File: config.mk
export PLATFORM = sky130hd
export DESIGN_NAME = ocb_cordic
export DESIGN_NICKNAME = d
export VERILOG_FILES = /design/src/hdl/ocb_pkg.sv /design/src/hdl/ocb_cordic.sv
export SDC_FILE = /design/constraint.sdc
export NUM_CORES = 1
export LEC_CHECK = 0
export ABC_AREA = 0
export BUFFER_PORTS_ARGS = -buffer_cell sky130_fd_sc_hd__clkbuf_2
export CORE_ASPECT_RATIO = 1.25
export CORE_MARGIN = 2
export CORE_UTILIZATION = 25
export CTS_CLUSTER_DIAMETER = 40
export DETAILED_ROUTE_END_ITERATION = 6
export PLACE_DENSITY_LB_ADDON = 0.08
export SYNTH_ARGS = -nofsm -noshare
export SYNTH_HDL_FRONTEND = slang
export SYNTH_SLANG_ARGS = --single-unit
File: constraint.sdc
create_clock -name clk -period 5.19 [get_ports clk]
set_input_delay 0.519 -clock clk [delete_from_list [all_inputs] [get_ports clk]]
set_output_delay 0.519 -clock clk [all_outputs]
set_load 0.1 [all_outputs]
File: src/hdl/ocb_pkg.sv
// Shared types and constants for the orbit camera basis update unit.
package ocb_pkg;

    localparam int ANGLE_W = 26;
    localparam int VEC_W   = 18;
    localparam int POS_W   = 32;

    localparam logic signed [ANGLE_W-1:0] DEG45  = 26'sd2949120;
    localparam logic signed [ANGLE_W-1:0] DEG90  = 26'sd5898240;
    localparam logic signed [ANGLE_W-1:0] DEG180 = 26'sd11796480;
    localparam logic signed [27:0]        DEG360 = 28'sd23592960;
    localparam logic signed [VEC_W-1:0]   ONE16  = 18'sd65536;

    // yaw wrap: 360 deg in Q8.16 is 45 * 2^19, so only the high part is reduced mod 45
    localparam int          WRAP_LOW_BITS = 19;
    localparam logic [23:0] WRAP_BIAS     = 24'd2949120;   // 45 * 2^16, keeps high part positive
    localparam logic [23:0] WRAP_RECIP    = 24'd11930465;  // ceil(2^29 / 45)
    localparam int          WRAP_SHIFT    = 29;
    localparam logic [23:0] WRAP_MOD      = 24'd45;

    typedef enum logic [2:0]
    {
        REG_SENS   = 3'd0,
        REG_DIST   = 3'd1,
        REG_HEIGHT = 3'd2,
        REG_FLOOR  = 3'd3,
        REG_CEIL   = 3'd4
    } reg_idx_t;

    // atan(2^-i) in Q8.16 degrees
    function automatic logic [21:0] atan_deg(input logic [4:0] i);
        logic [21:0] r;
        begin
            case (i)
                5'd0:  r = 22'd2949120;
                5'd1:  r = 22'd1740967;
                5'd2:  r = 22'd919879;
                5'd3:  r = 22'd466945;
                5'd4:  r = 22'd234379;
                5'd5:  r = 22'd117304;
                5'd6:  r = 22'd58666;
                5'd7:  r = 22'd29335;
                5'd8:  r = 22'd14668;
                5'd9:  r = 22'd7334;
                5'd10: r = 22'd3667;
                5'd11: r = 22'd1833;
                5'd12: r = 22'd917;
                5'd13: r = 22'd458;
                5'd14: r = 22'd229;
                5'd15: r = 22'd115;
                5'd16: r = 22'd57;
                5'd17: r = 22'd29;
                5'd18: r = 22'd14;
                5'd19: r = 22'd7;
                5'd20: r = 22'd4;
                5'd21: r = 22'd2;
                5'd22: r = 22'd1;
                default: r = 22'd0;
            endcase
            return r;
        end
    endfunction

    typedef struct packed
    {
        logic start;
        logic signed [ANGLE_W-1:0] angle;
    } cordic_cmd_t;

    typedef struct packed
    {
        logic done;
        logic signed [VEC_W-1:0] cos_v;
        logic signed [VEC_W-1:0] sin_v;
    } cordic_rsp_t;

endpackage

File: src/hdl/ocb_cordic.sv
// Iterative rotation-mode CORDIC giving sine and cosine of a Q8.16 degree angle.
module ocb_cordic #(
    parameter int CORDIC_STEPS = 16,
    parameter int FRAC_BITS    = 16
) (
    input  logic                clk,
    input  logic                rst_n,
    input  ocb_pkg::cordic_cmd_t cmd,
    output ocb_pkg::cordic_rsp_t rsp
);
    import ocb_pkg::*;

    localparam int XW = FRAC_BITS + 3;
    localparam int CW = $clog2(CORDIC_STEPS + 1);
    localparam int DOWN = FRAC_BITS - 16;
    // K * 2^FRAC_BITS, rounded
    localparam longint KSCALED =
        (64'sd652032874 * (64'sd1 <<< FRAC_BITS) + (64'sd1 <<< 29)) >>> 30;

    logic signed [XW-1:0]      x_reg, x_next, y_reg, y_next;
    logic signed [ANGLE_W-1:0] z_reg, z_next;
    logic                      flip_reg, flip_next;
    logic                      busy_reg, busy_next;
    logic [CW-1:0]             cnt_reg, cnt_next;
    logic signed [XW-1:0]      dx, dy;
    logic signed [ANGLE_W-1:0] at;
    logic signed [VEC_W-1:0]   xq, yq;

    function automatic logic signed [VEC_W-1:0] q16(input logic signed [XW-1:0] v);
        logic signed [XW+8:0] t;
        begin
            t = (XW+9)'(v);
            if (DOWN > 0)
            begin
                t = (t + ((XW+9)'(1) <<< (DOWN > 0 ? DOWN - 1 : 0))) >>> (DOWN > 0 ? DOWN : 0);
            end
            else
            begin
                t = t <<< (DOWN < 0 ? -DOWN : 0);
            end
            if (t > (XW+9)'(65536))
            begin
                t = (XW+9)'(65536);
            end
            else if (t < -(XW+9)'(65536))
            begin
                t = -(XW+9)'(65536);
            end
            return VEC_W'(t);
        end
    endfunction

    assign dx = y_reg >>> cnt_reg;
    assign dy = x_reg >>> cnt_reg;
    assign at = ANGLE_W'(signed'({1'b0, atan_deg(5'(cnt_reg))}));
    assign xq = q16(x_reg);
    assign yq = q16(y_reg);

    always_comb
    begin
        x_next    = x_reg;
        y_next    = y_reg;
        z_next    = z_reg;
        flip_next = flip_reg;
        busy_next = busy_reg;
        cnt_next  = cnt_reg;
        if (cmd.start)
        begin
            x_next    = XW'(KSCALED);
            y_next    = '0;
            busy_next = 1'b1;
            cnt_next  = '0;
            if (cmd.angle > DEG90)
            begin
                z_next    = cmd.angle - DEG180;
                flip_next = 1'b1;
            end
            else if (cmd.angle < -DEG90)
            begin
                z_next    = cmd.angle + DEG180;
                flip_next = 1'b1;
            end
            else
            begin
                z_next    = cmd.angle;
                flip_next = 1'b0;
            end
        end
        else if (busy_reg)
        begin
            if (cnt_reg == CW'(CORDIC_STEPS))
            begin
                busy_next = 1'b0;
            end
            else
            begin
                if (!z_reg[ANGLE_W-1])
                begin
                    x_next = x_reg - dx;
                    y_next = y_reg + dy;
                    z_next = z_reg - at;
                end
                else
                begin
                    x_next = x_reg + dx;
                    y_next = y_reg - dy;
                    z_next = z_reg + at;
                end
                cnt_next = cnt_reg + 1'b1;
            end
        end
    end

    always_ff @(posedge clk or negedge rst_n)
    begin
        if (!rst_n)
        begin
            busy_reg <= 1'b0;
            cnt_reg  <= '0;
        end
        else
        begin
            busy_reg <= busy_next;
            cnt_reg  <= cnt_next;
        end
    end

    always_ff @(posedge clk)
    begin
        x_reg    <= x_next;
        y_reg    <= y_next;
        z_reg    <= z_next;
        flip_reg <= flip_next;
    end

    assign rsp.done  = busy_reg && (cnt_reg == CW'(CORDIC_STEPS));
    assign rsp.cos_v = flip_reg ? -xq : xq;
    assign rsp.sin_v = flip_reg ? -yq : yq;

endmodule

; ---- Yosys cells after proc, flatten, opt, wreduce, memory -nomap -nowiden
; Memories as Yosys holds them, arrays and structs flattened.
; Cells that the tools add are included.
; W data, S select, Z words.
[classes]
n_addsub = 11
magnitude_cmp = 6
eq_ne = 2
shifts = 2
mux = 21
bitwise = 1
n_reduce_logical = 4
[op_table]
columns = operator, count
row1 = $mux W26, 6
row2 = $mux W18, 6
row3 = $add A19 B19 Y19, 2
row4 = $gt A19 B18 Y1 const B, 2
row5 = $lt A19 B17 Y1 const B, 2
row6 = $mux W19, 2
row7 = $sshr A19 B5 Y19, 2
row8 = $sub A19 B19 Y19, 2
row9 = $neg A18 Y18, 2
row10 = $add A26 B23 Y26, 1
row11 = $add A26 B25 Y26 const B, 1
row12 = $gt A26 B24 Y1 const B, 1
row13 = $lt A26 B24 Y1 const B, 1
row14 = $sub A26 B23 Y26, 1
row15 = $sub A26 B25 Y26 const B, 1
row16 = $mux W5, 3
row17 = $add A5 B1 Y5 const B, 1
row18 = $eq A5 B5 Y1 const B, 1
row19 = $mux W1, 4
row20 = $reduce_and A2 Y1, 2
row21 = $ne A2 B2 Y1 const B, 1
row22 = $reduce_bool A2 Y1, 1
row23 = $logic_and A1 B1 Y1, 1
row24 = $not A1 Y1, 1
[word_totals]
reg_bits = 71
rom_bits = 704
memories = 1
[mem_list]
columns = name, depth, width, rd, rd_ports_with_merged_regs, wr, line
row1 = (name not given), 32, 22, 1, 0, 0, ocb_pkg.sv:34  ; case (i)

; ---- Longest topological paths before layout
; Gate-level depths: netlist of the first run.
; An unclocked memory read counts as a cell.
[depth]
word_depth = 6
ltp_mapped = 25
ltp_nobuf = 21

; ---- Worst setup path after synthesis of the first run
; No wires, ideal clock.
[synth_path]
kind = register to output
start = register x_reg[2]
end = output rsp[32] in the netlist's numbering
arrival_ps = 5762
t_required_ps = 4671
setup_slack_ps = -1091
path_stages_with_launch = 16
path_cell_list = dfxtp_1 buf_2 or4_1 nor4b_1 and3b_1 buf_2 nand3_1 nand2_1 a22o_1 buf_4 nand2_1 ha_1 clkbuf_1 nor2_1 nor2_1 a311oi_1
[synth_rtl]
columns = item, line
row1 = from (decl), ocb_cordic.sv:20  ; logic signed [XW-1:0] x_reg, x_next, y_reg, y_next;
row2 = from (signal assigned), ocb_cordic.sv:130  ; x_reg <= x_next;
row3 = to (decl), ocb_cordic.sv:9  ; output ocb_pkg::cordic_rsp_t rsp

; ---- Final worst setup path of the first run
[layout_path]
start = register cnt_reg[0]
end = register x_reg[18]
[layout_between]
elab_chain_len = 3
[layout_lines]
columns = item, line
row1 = from (decl), ocb_cordic.sv:24  ; logic [CW-1:0] cnt_reg, cnt_next;
row2 = from (signal assigned), ocb_cordic.sv:124  ; cnt_reg <= cnt_next;
row3 = $sshr A19 B5 Y19 or $eq A5 B5 Y1 (tied branches), "ocb_cordic.sv:53, ocb_cordic.sv:91"
row4 = "$sub A19 B19 Y19, or another cell as far along", ocb_cordic.sv:99  ; x_next = x_reg - dx;
row5 = $mux W19 or $reduce_and A2 Y1 (tied branches), -
; Parallel ways exist; a longest one is shown, timed or not.
; A chain may end at the register's enable or synchronous reset.

==> results of run 1 <==
==> logic make-up (layout without fill, tap and decap cells) <==
kind of cell | count (synthesis) | in the layout | synth area share [%]
fa+ha+maj | 85 | 85 | 9.84
compound gates | 436 | 436 | 26.2
flops | 71 | 71 | 15.6
xor+xnor | 115 | 115 | 9.12
mux | 79 | 79 | 12.5
simple gates | 489 | 489 | 20.8
buf+inv | 148 | 334 | 5.96
==> worst paths after layout <==
kind	from	end	slack (ps)
max	cnt_reg[0]	x_reg[18]	110
max reg2reg	cnt_reg[0]	x_reg[18]	110
max in group asynchronous	rst_n	cnt_reg[0]	4480
min in group asynchronous	rst_n	busy_reg	530
min	cmd[12]	z_reg[12]	440
min reg2reg	y_reg[16]	y_reg[16]	560
==> layer usage <==
metal / share of wire, % / wire length [um]
met5: 0 / 0
met4: 3.7 / 1630
met3: 3.0 / 1310
met2: 52 / 23000
met1: 41 / 18000
==> cells in the mapped netlist, types with 9 or more instances <==
master,n,area (um2)
and2_1,16,100
mux4_2,16,360
a311oi_1,11,96.3
buf_2,26,130
inv_1,46,173
o21ai_0,93,465
o31ai_1,17,128
or3_1,21,131
dfxtp_1,38,761
o21a_1,14,105
a21o_1,26,195
xnor2_1,57,499
clkbuf_1,58,218
ha_1,82,1030
mux2_2,10,113
or2_2,11,68.8
mux4_1,23,604
o21bai_1,9,67.6
o22ai_1,9,56.3
and3_1,13,81.3
a211o_1,15,131
a211oi_1,15,113
mux2i_1,28,280
nand2_1,174,653
a21oi_1,104,521
nor2b_1,10,62.6
xor2_1,58,508
nand3_1,17,85.1
o211ai_1,13,97.6
a31oi_1,28,175
nor2_1,142,533
nor3_1,33,165
edfxtp_1,27,811
==> layout by cell type, fill, tap and decap left out, types with 15 or more instances in the layout <==
cell      count
a211o_1      15
a21o_1       26
a21oi_1      98
a31oi_1      26
buf_4       198
clkbuf_2     56
dfxtp_1      38
edfxtp_1     27
ha_1         79
inv_1        43
mux2i_1      26
mux4_1       21
mux4_2       18
nand2_1     174
nand3_1      16
nor2_1      140
nor3_1       32
o21ai_0      90
or3_1        19
xnor2_1      57
xor2_1       58
==> per-stage QoR <==
step	cells	setup TNS, ps	worst slack (ps)	area [um2]	util, %
2_1_floorplan	1423	-813	-204	11200	-
3_3_place_gp	2152	-185	-137	13300	30.4
3_5_place_dp	2152	-196	-105	13300	30.4
4_1_cts	2171	-25.5	-25.5	13600	31.1
5_1_grt	2181	-102	-34.8	13900	31.8
6_report	2181	0	110	13900	31.8
==> final cells by class <==
class,instances,area share (%)
sequential,71,12.4
tap,572,5.15
clock inverter,4,0.153
clock buffer,12,1.77
multi-input combinational,1204,64.3
timing repair buffer,270,14.8
inverter,48,1.34
==> worst min-delay path, stage by stage <==
cell      delay [ps]
clkbuf_2          90
nand2_1           40
o21ai_0           60
==> repair_timing <==
action,CTS,global route
cloned,0,1
hold endpoints to repair,6,0
setup endpoints to repair,5,24
resized for setup,4,44
hold buffers,1,0
pin swaps,3,22
setup buffers,2,9
==> impl_metrics.tcl, run 1 <==
set metrics [dict create \
    dp_hpwl_um 34200 \
    use_met1_pct 21.6 \
    std_cell_rows 86 \
    arrival_ps 5350 \
    maxSlewViolCount 0 \
    hold_class "in2reg" \
    fin_crit_ps 5080 \
    endpoint_kind "flop" \
    use_met3_pct 2.20 \
    path_clk_slew_ps 70 \
    largest_reg_flops 26 \
    critPathMaxStageDelay_ps 540 \
    clk_latency_ps 380 \
    fp.dieH_um 239 \
    numCtsBuffers 9 \
    gp_congestion 0.840 \
    setup_viol 0 \
    multi_input_area_um2 8950 \
    drtAntennaViolNets 0 \
    critical_path_class "reg2reg" \
    grt_max_degree 59 \
    netlist_area_um2 11000 \
    drc 0 \
    drtIter0Drc 483 \
    critical_path_depth 22 \
    ios 66 \
    antenna_found_initial 0 \
    syn_avg_cell_area_um2 7.76 \
    post_drt_via_cell_ratio 5.25 \
    clk_path_buf_depth 2 \
    synthCells 1423 \
    slew_headroom_pct 38.4 \
    crit_fanout 6 \
    fin_worst_skew_ps 16.8 \
    synth_fp_nets 1537 \
    worstPathCellList "buf_12 > buf_4 > mux4_2 > mux2_4 > mux4_2 > inv_2 > ha_4 > and2_4 > o211a_1 > and2_4 > a31oi_1 > xor2_1 > ha_1 > a21o_1 > a21o_1 > a21oi_2 > a21oi_2 > o2111ai_2 > a31oi_2 > or2_4 > mux2i_1 > mux2_1" \
    cts_root_buf "clkbuf_16" \
    die_area_um2 45900 \
    grtUsageTotal_pct 19.1 \
    critPathSlowestCell "mux4_2" \
    post-route-period-util_pct 97.9 \
    ys_warn_count 0 \
    required_ps 5460 \
    hold_ws_ps 435 \
    crit_family "multiplexers" \
    seq_area_frac_synth_pct 15.6 \
    drv_cap 0 \
    antenna_cells 0 \
    grt_pass1_wl_um 66500 \
    grt_pass1_vias 11400 \
    ys_types 92 \
    synth_edf_count 27 \
    fmax_ghz 0.197 \
    grt_busiest_layer "met2" \
    tightestPinTransition_ps 911 \
    grt_setup_unrepaired "true" \
    num_vias 11400 \
    cts_max_level 3 \
    nFillCells 4728 \
    ys.flop_type "dfxtp_1" \
    dieWidth_um 192 \
    routedWlPerCell_um 20.1 \
    crit_buf_inv 3 \
    totalWireLength_um 43900 \
    cts_tree "yes" \
    status "complete, no violations" \
    layout-drive-gt1-share_pct 24.2 \
    synthArstFlopShare_pct 8.45 \
    worst-r2r-cell-count 22 \
    coreArea_um2 43800 \
    io_buffers 65 \
    final-seq-area_um2 1730 \
    clock_sinks 71 \
    globalRouteMet2Util_pct 35.6 \
    syn_to_final_growth_pct 26.0 \
    initial_core_util_pct 25.2 \
    num-nets-final 1718 \
    hold_violations 0 \
    ys_seq_elements 71 \
    start_kind "flop" \
    overflow 0 \
    hold_depth 3 \
    first_pass_iters 4 \
]
Power of run 1 is not shown: default switching activity piles up to over one toggle a cycle in this logic, so the estimate is an artifact.
==> inputs of run 2 (changes only) <==
--- a/config.mk
+++ b/config.mk
@@ -12,6 +12,7 @@
 export CORE_UTILIZATION = 25
 export CTS_CLUSTER_DIAMETER = 40
 export DETAILED_ROUTE_END_ITERATION = 6
+export GPL_TIMING_DRIVEN = 0
 export PLACE_DENSITY_LB_ADDON = 0.08
 export SYNTH_ARGS = -nofsm -noshare
 export SYNTH_HDL_FRONTEND = slang
==> impl_metrics.tcl, run 2 (synthesis gave the netlist of run 1 again) <==
set metrics [dict create \
    dp_hpwl_um 38400 \
    initial_core_util_pct 25.2 \
    first_pass_iters 5 \
    cts_max_level 3 \
    endpoint_kind "flop" \
    grt_max_degree 28 \
    fp.dieH_um 239 \
    clk_path_buf_depth 2 \
    drc 0 \
    grtUsageTotal_pct 22.4 \
    crit_fanout 10 \
    slew_headroom_pct 28.7 \
    required_ps 5290 \
    setup_viol 9 \
    worst-r2r-cell-count 20 \
    coreArea_um2 43800 \
    ios 66 \
    fmax_ghz 0.185 \
    violations "setup timing" \
    routedWlPerCell_um 24.0 \
    hold_depth 1 \
    preCtsSetupSlack_ps -1080 \
    timing.final.ws_setup_ps -204 \
    fin_area_um2 13800 \
    fin_crit_ps 5390 \
    hold_ws_ps 378 \
    critical_path_class "reg2reg" \
    arrival_ps 5490 \
    post-route-period-util_pct 104 \
    nFillCells 4758 \
    start_kind "flop" \
    mostFrequentLayoutCells "173 x nand2_1, 135 x nor2_1, 91 x a21oi_1" \
    grt_pass1_vias 11800 \
    antenna_found_initial 0 \
    path_clk_slew_ps 60 \
    std_cell_rows 86 \
    final-seq-area_um2 1720 \
    totalWireLength_um 51400 \
    post_drt_via_cell_ratio 5.54 \
    clk_latency_ps 380 \
    antenna_cells 0 \
    io_buffers 62 \
    syn_to_final_growth_pct 24.7 \
    cts_tree "yes" \
    utilization_pct 31.4 \
    numCtsBuffers 9 \
    drtAntennaViolNets 0 \
    drtIter0Drc 933 \
    final_common_cell "nand2_1" \
    clock_sinks 71 \
    die_area_um2 45900 \
    layout-drive-gt1-share_pct 22.3 \
    largest_reg_flops 26 \
    gp_congestion 0.954 \
    grt_setup_unrepaired "true" \
    cts_root_buf "clkbuf_16" \
    place_area_um2 12200 \
    hold_violations 0 \
    fin_worst_skew_ps 13.0 \
    hold_class "in2reg" \
    tightestPinTransition_ps 1070 \
    dieWidth_um 192 \
    multi_input_area_um2 9350 \
    overflow 0 \
    grt_pass1_wl_um 75500 \
    status "finished, violations left" \
    num-nets-final 1675 \
    drv_cap 0 \
    num_vias 11800 \
    maxSlewViolCount 0 \
]
run 2: layer usage:
layer | global-route usage (%) | routed length (um) | up-vias
li1 | - | - | 5575
met3 | 3.17 | 2390 | 132
met5 | 0 | 0 | -
met1 | 26.1 | 21000 | 5700
met4 | 13.0 | 3280 | 0
met2 | 38.8 | 24700 | 429
run 2: repair_timing:
action	in CTS	in global routing
hold buffers	1	0
pin swaps	48	32
gates cloned	1	0
setup endpoints to repair	43	37
buffers inserted	49	18
endpoints found under the hold margin	6	0
resized for setup	137	65
run 2: through the flow:
step	setup TNS (ps)	cells
6_report	-768	2138
5_1_grt	-3060	2138
4_1_cts	-1460	2124
3_5_place_dp	-19620	2057
3_3_place_gp	-20790	2057
2_1_floorplan	-813	1423
run 2: worst paths after layout:
| path | startpoint | endpoint | slack, ps |
|---|---|---|---|
| worst max-delay path | cnt_reg[1] | z_reg[24] | -200 |
| worst max register to register | cnt_reg[1] | z_reg[24] | -200 |
| worst min register to register | x_reg[0] | x_reg[0] | 580 |
| worst min-delay path | cmd[26] | flip_reg | 380 |
| max in group asynchronous | rst_n | cnt_reg[0] | 4490 |
| min in group asynchronous | rst_n | cnt_reg[1] | 520 |
run 2: critical path, stage by stage, from the launching register on:
cell and delay, ps:
dfrtp_2 430, buf_4 260, clkinvlp_4 240, ha_1 340, mux4_2 530, a21oi_4 190
o221ai_2 120, or3_4 430, nor4_4 160, and4b_1 280, o21a_4 180, a21oi_4 60
xor2_1 170, ha_1 330, nand4_1 140, nor2_1 60, and3_4 190, o41a_1 450
o31ai_2 220, mux2i_1 230, o211ai_1 110
run 2: cell type report:
class / instances / area share [%]
Buffer: 98 / 4.36
Tap cell: 572 / 5.20
Inverter: 48 / 1.45
Timing Repair Buffer: 129 / 6.43
Clock inverter: 4 / 0.327
Clock buffer: 12 / 1.79
Multi-Input combinational cell: 1204 / 67.9
Sequential cell: 71 / 12.5
Power of run 2 is left out for the same reason.
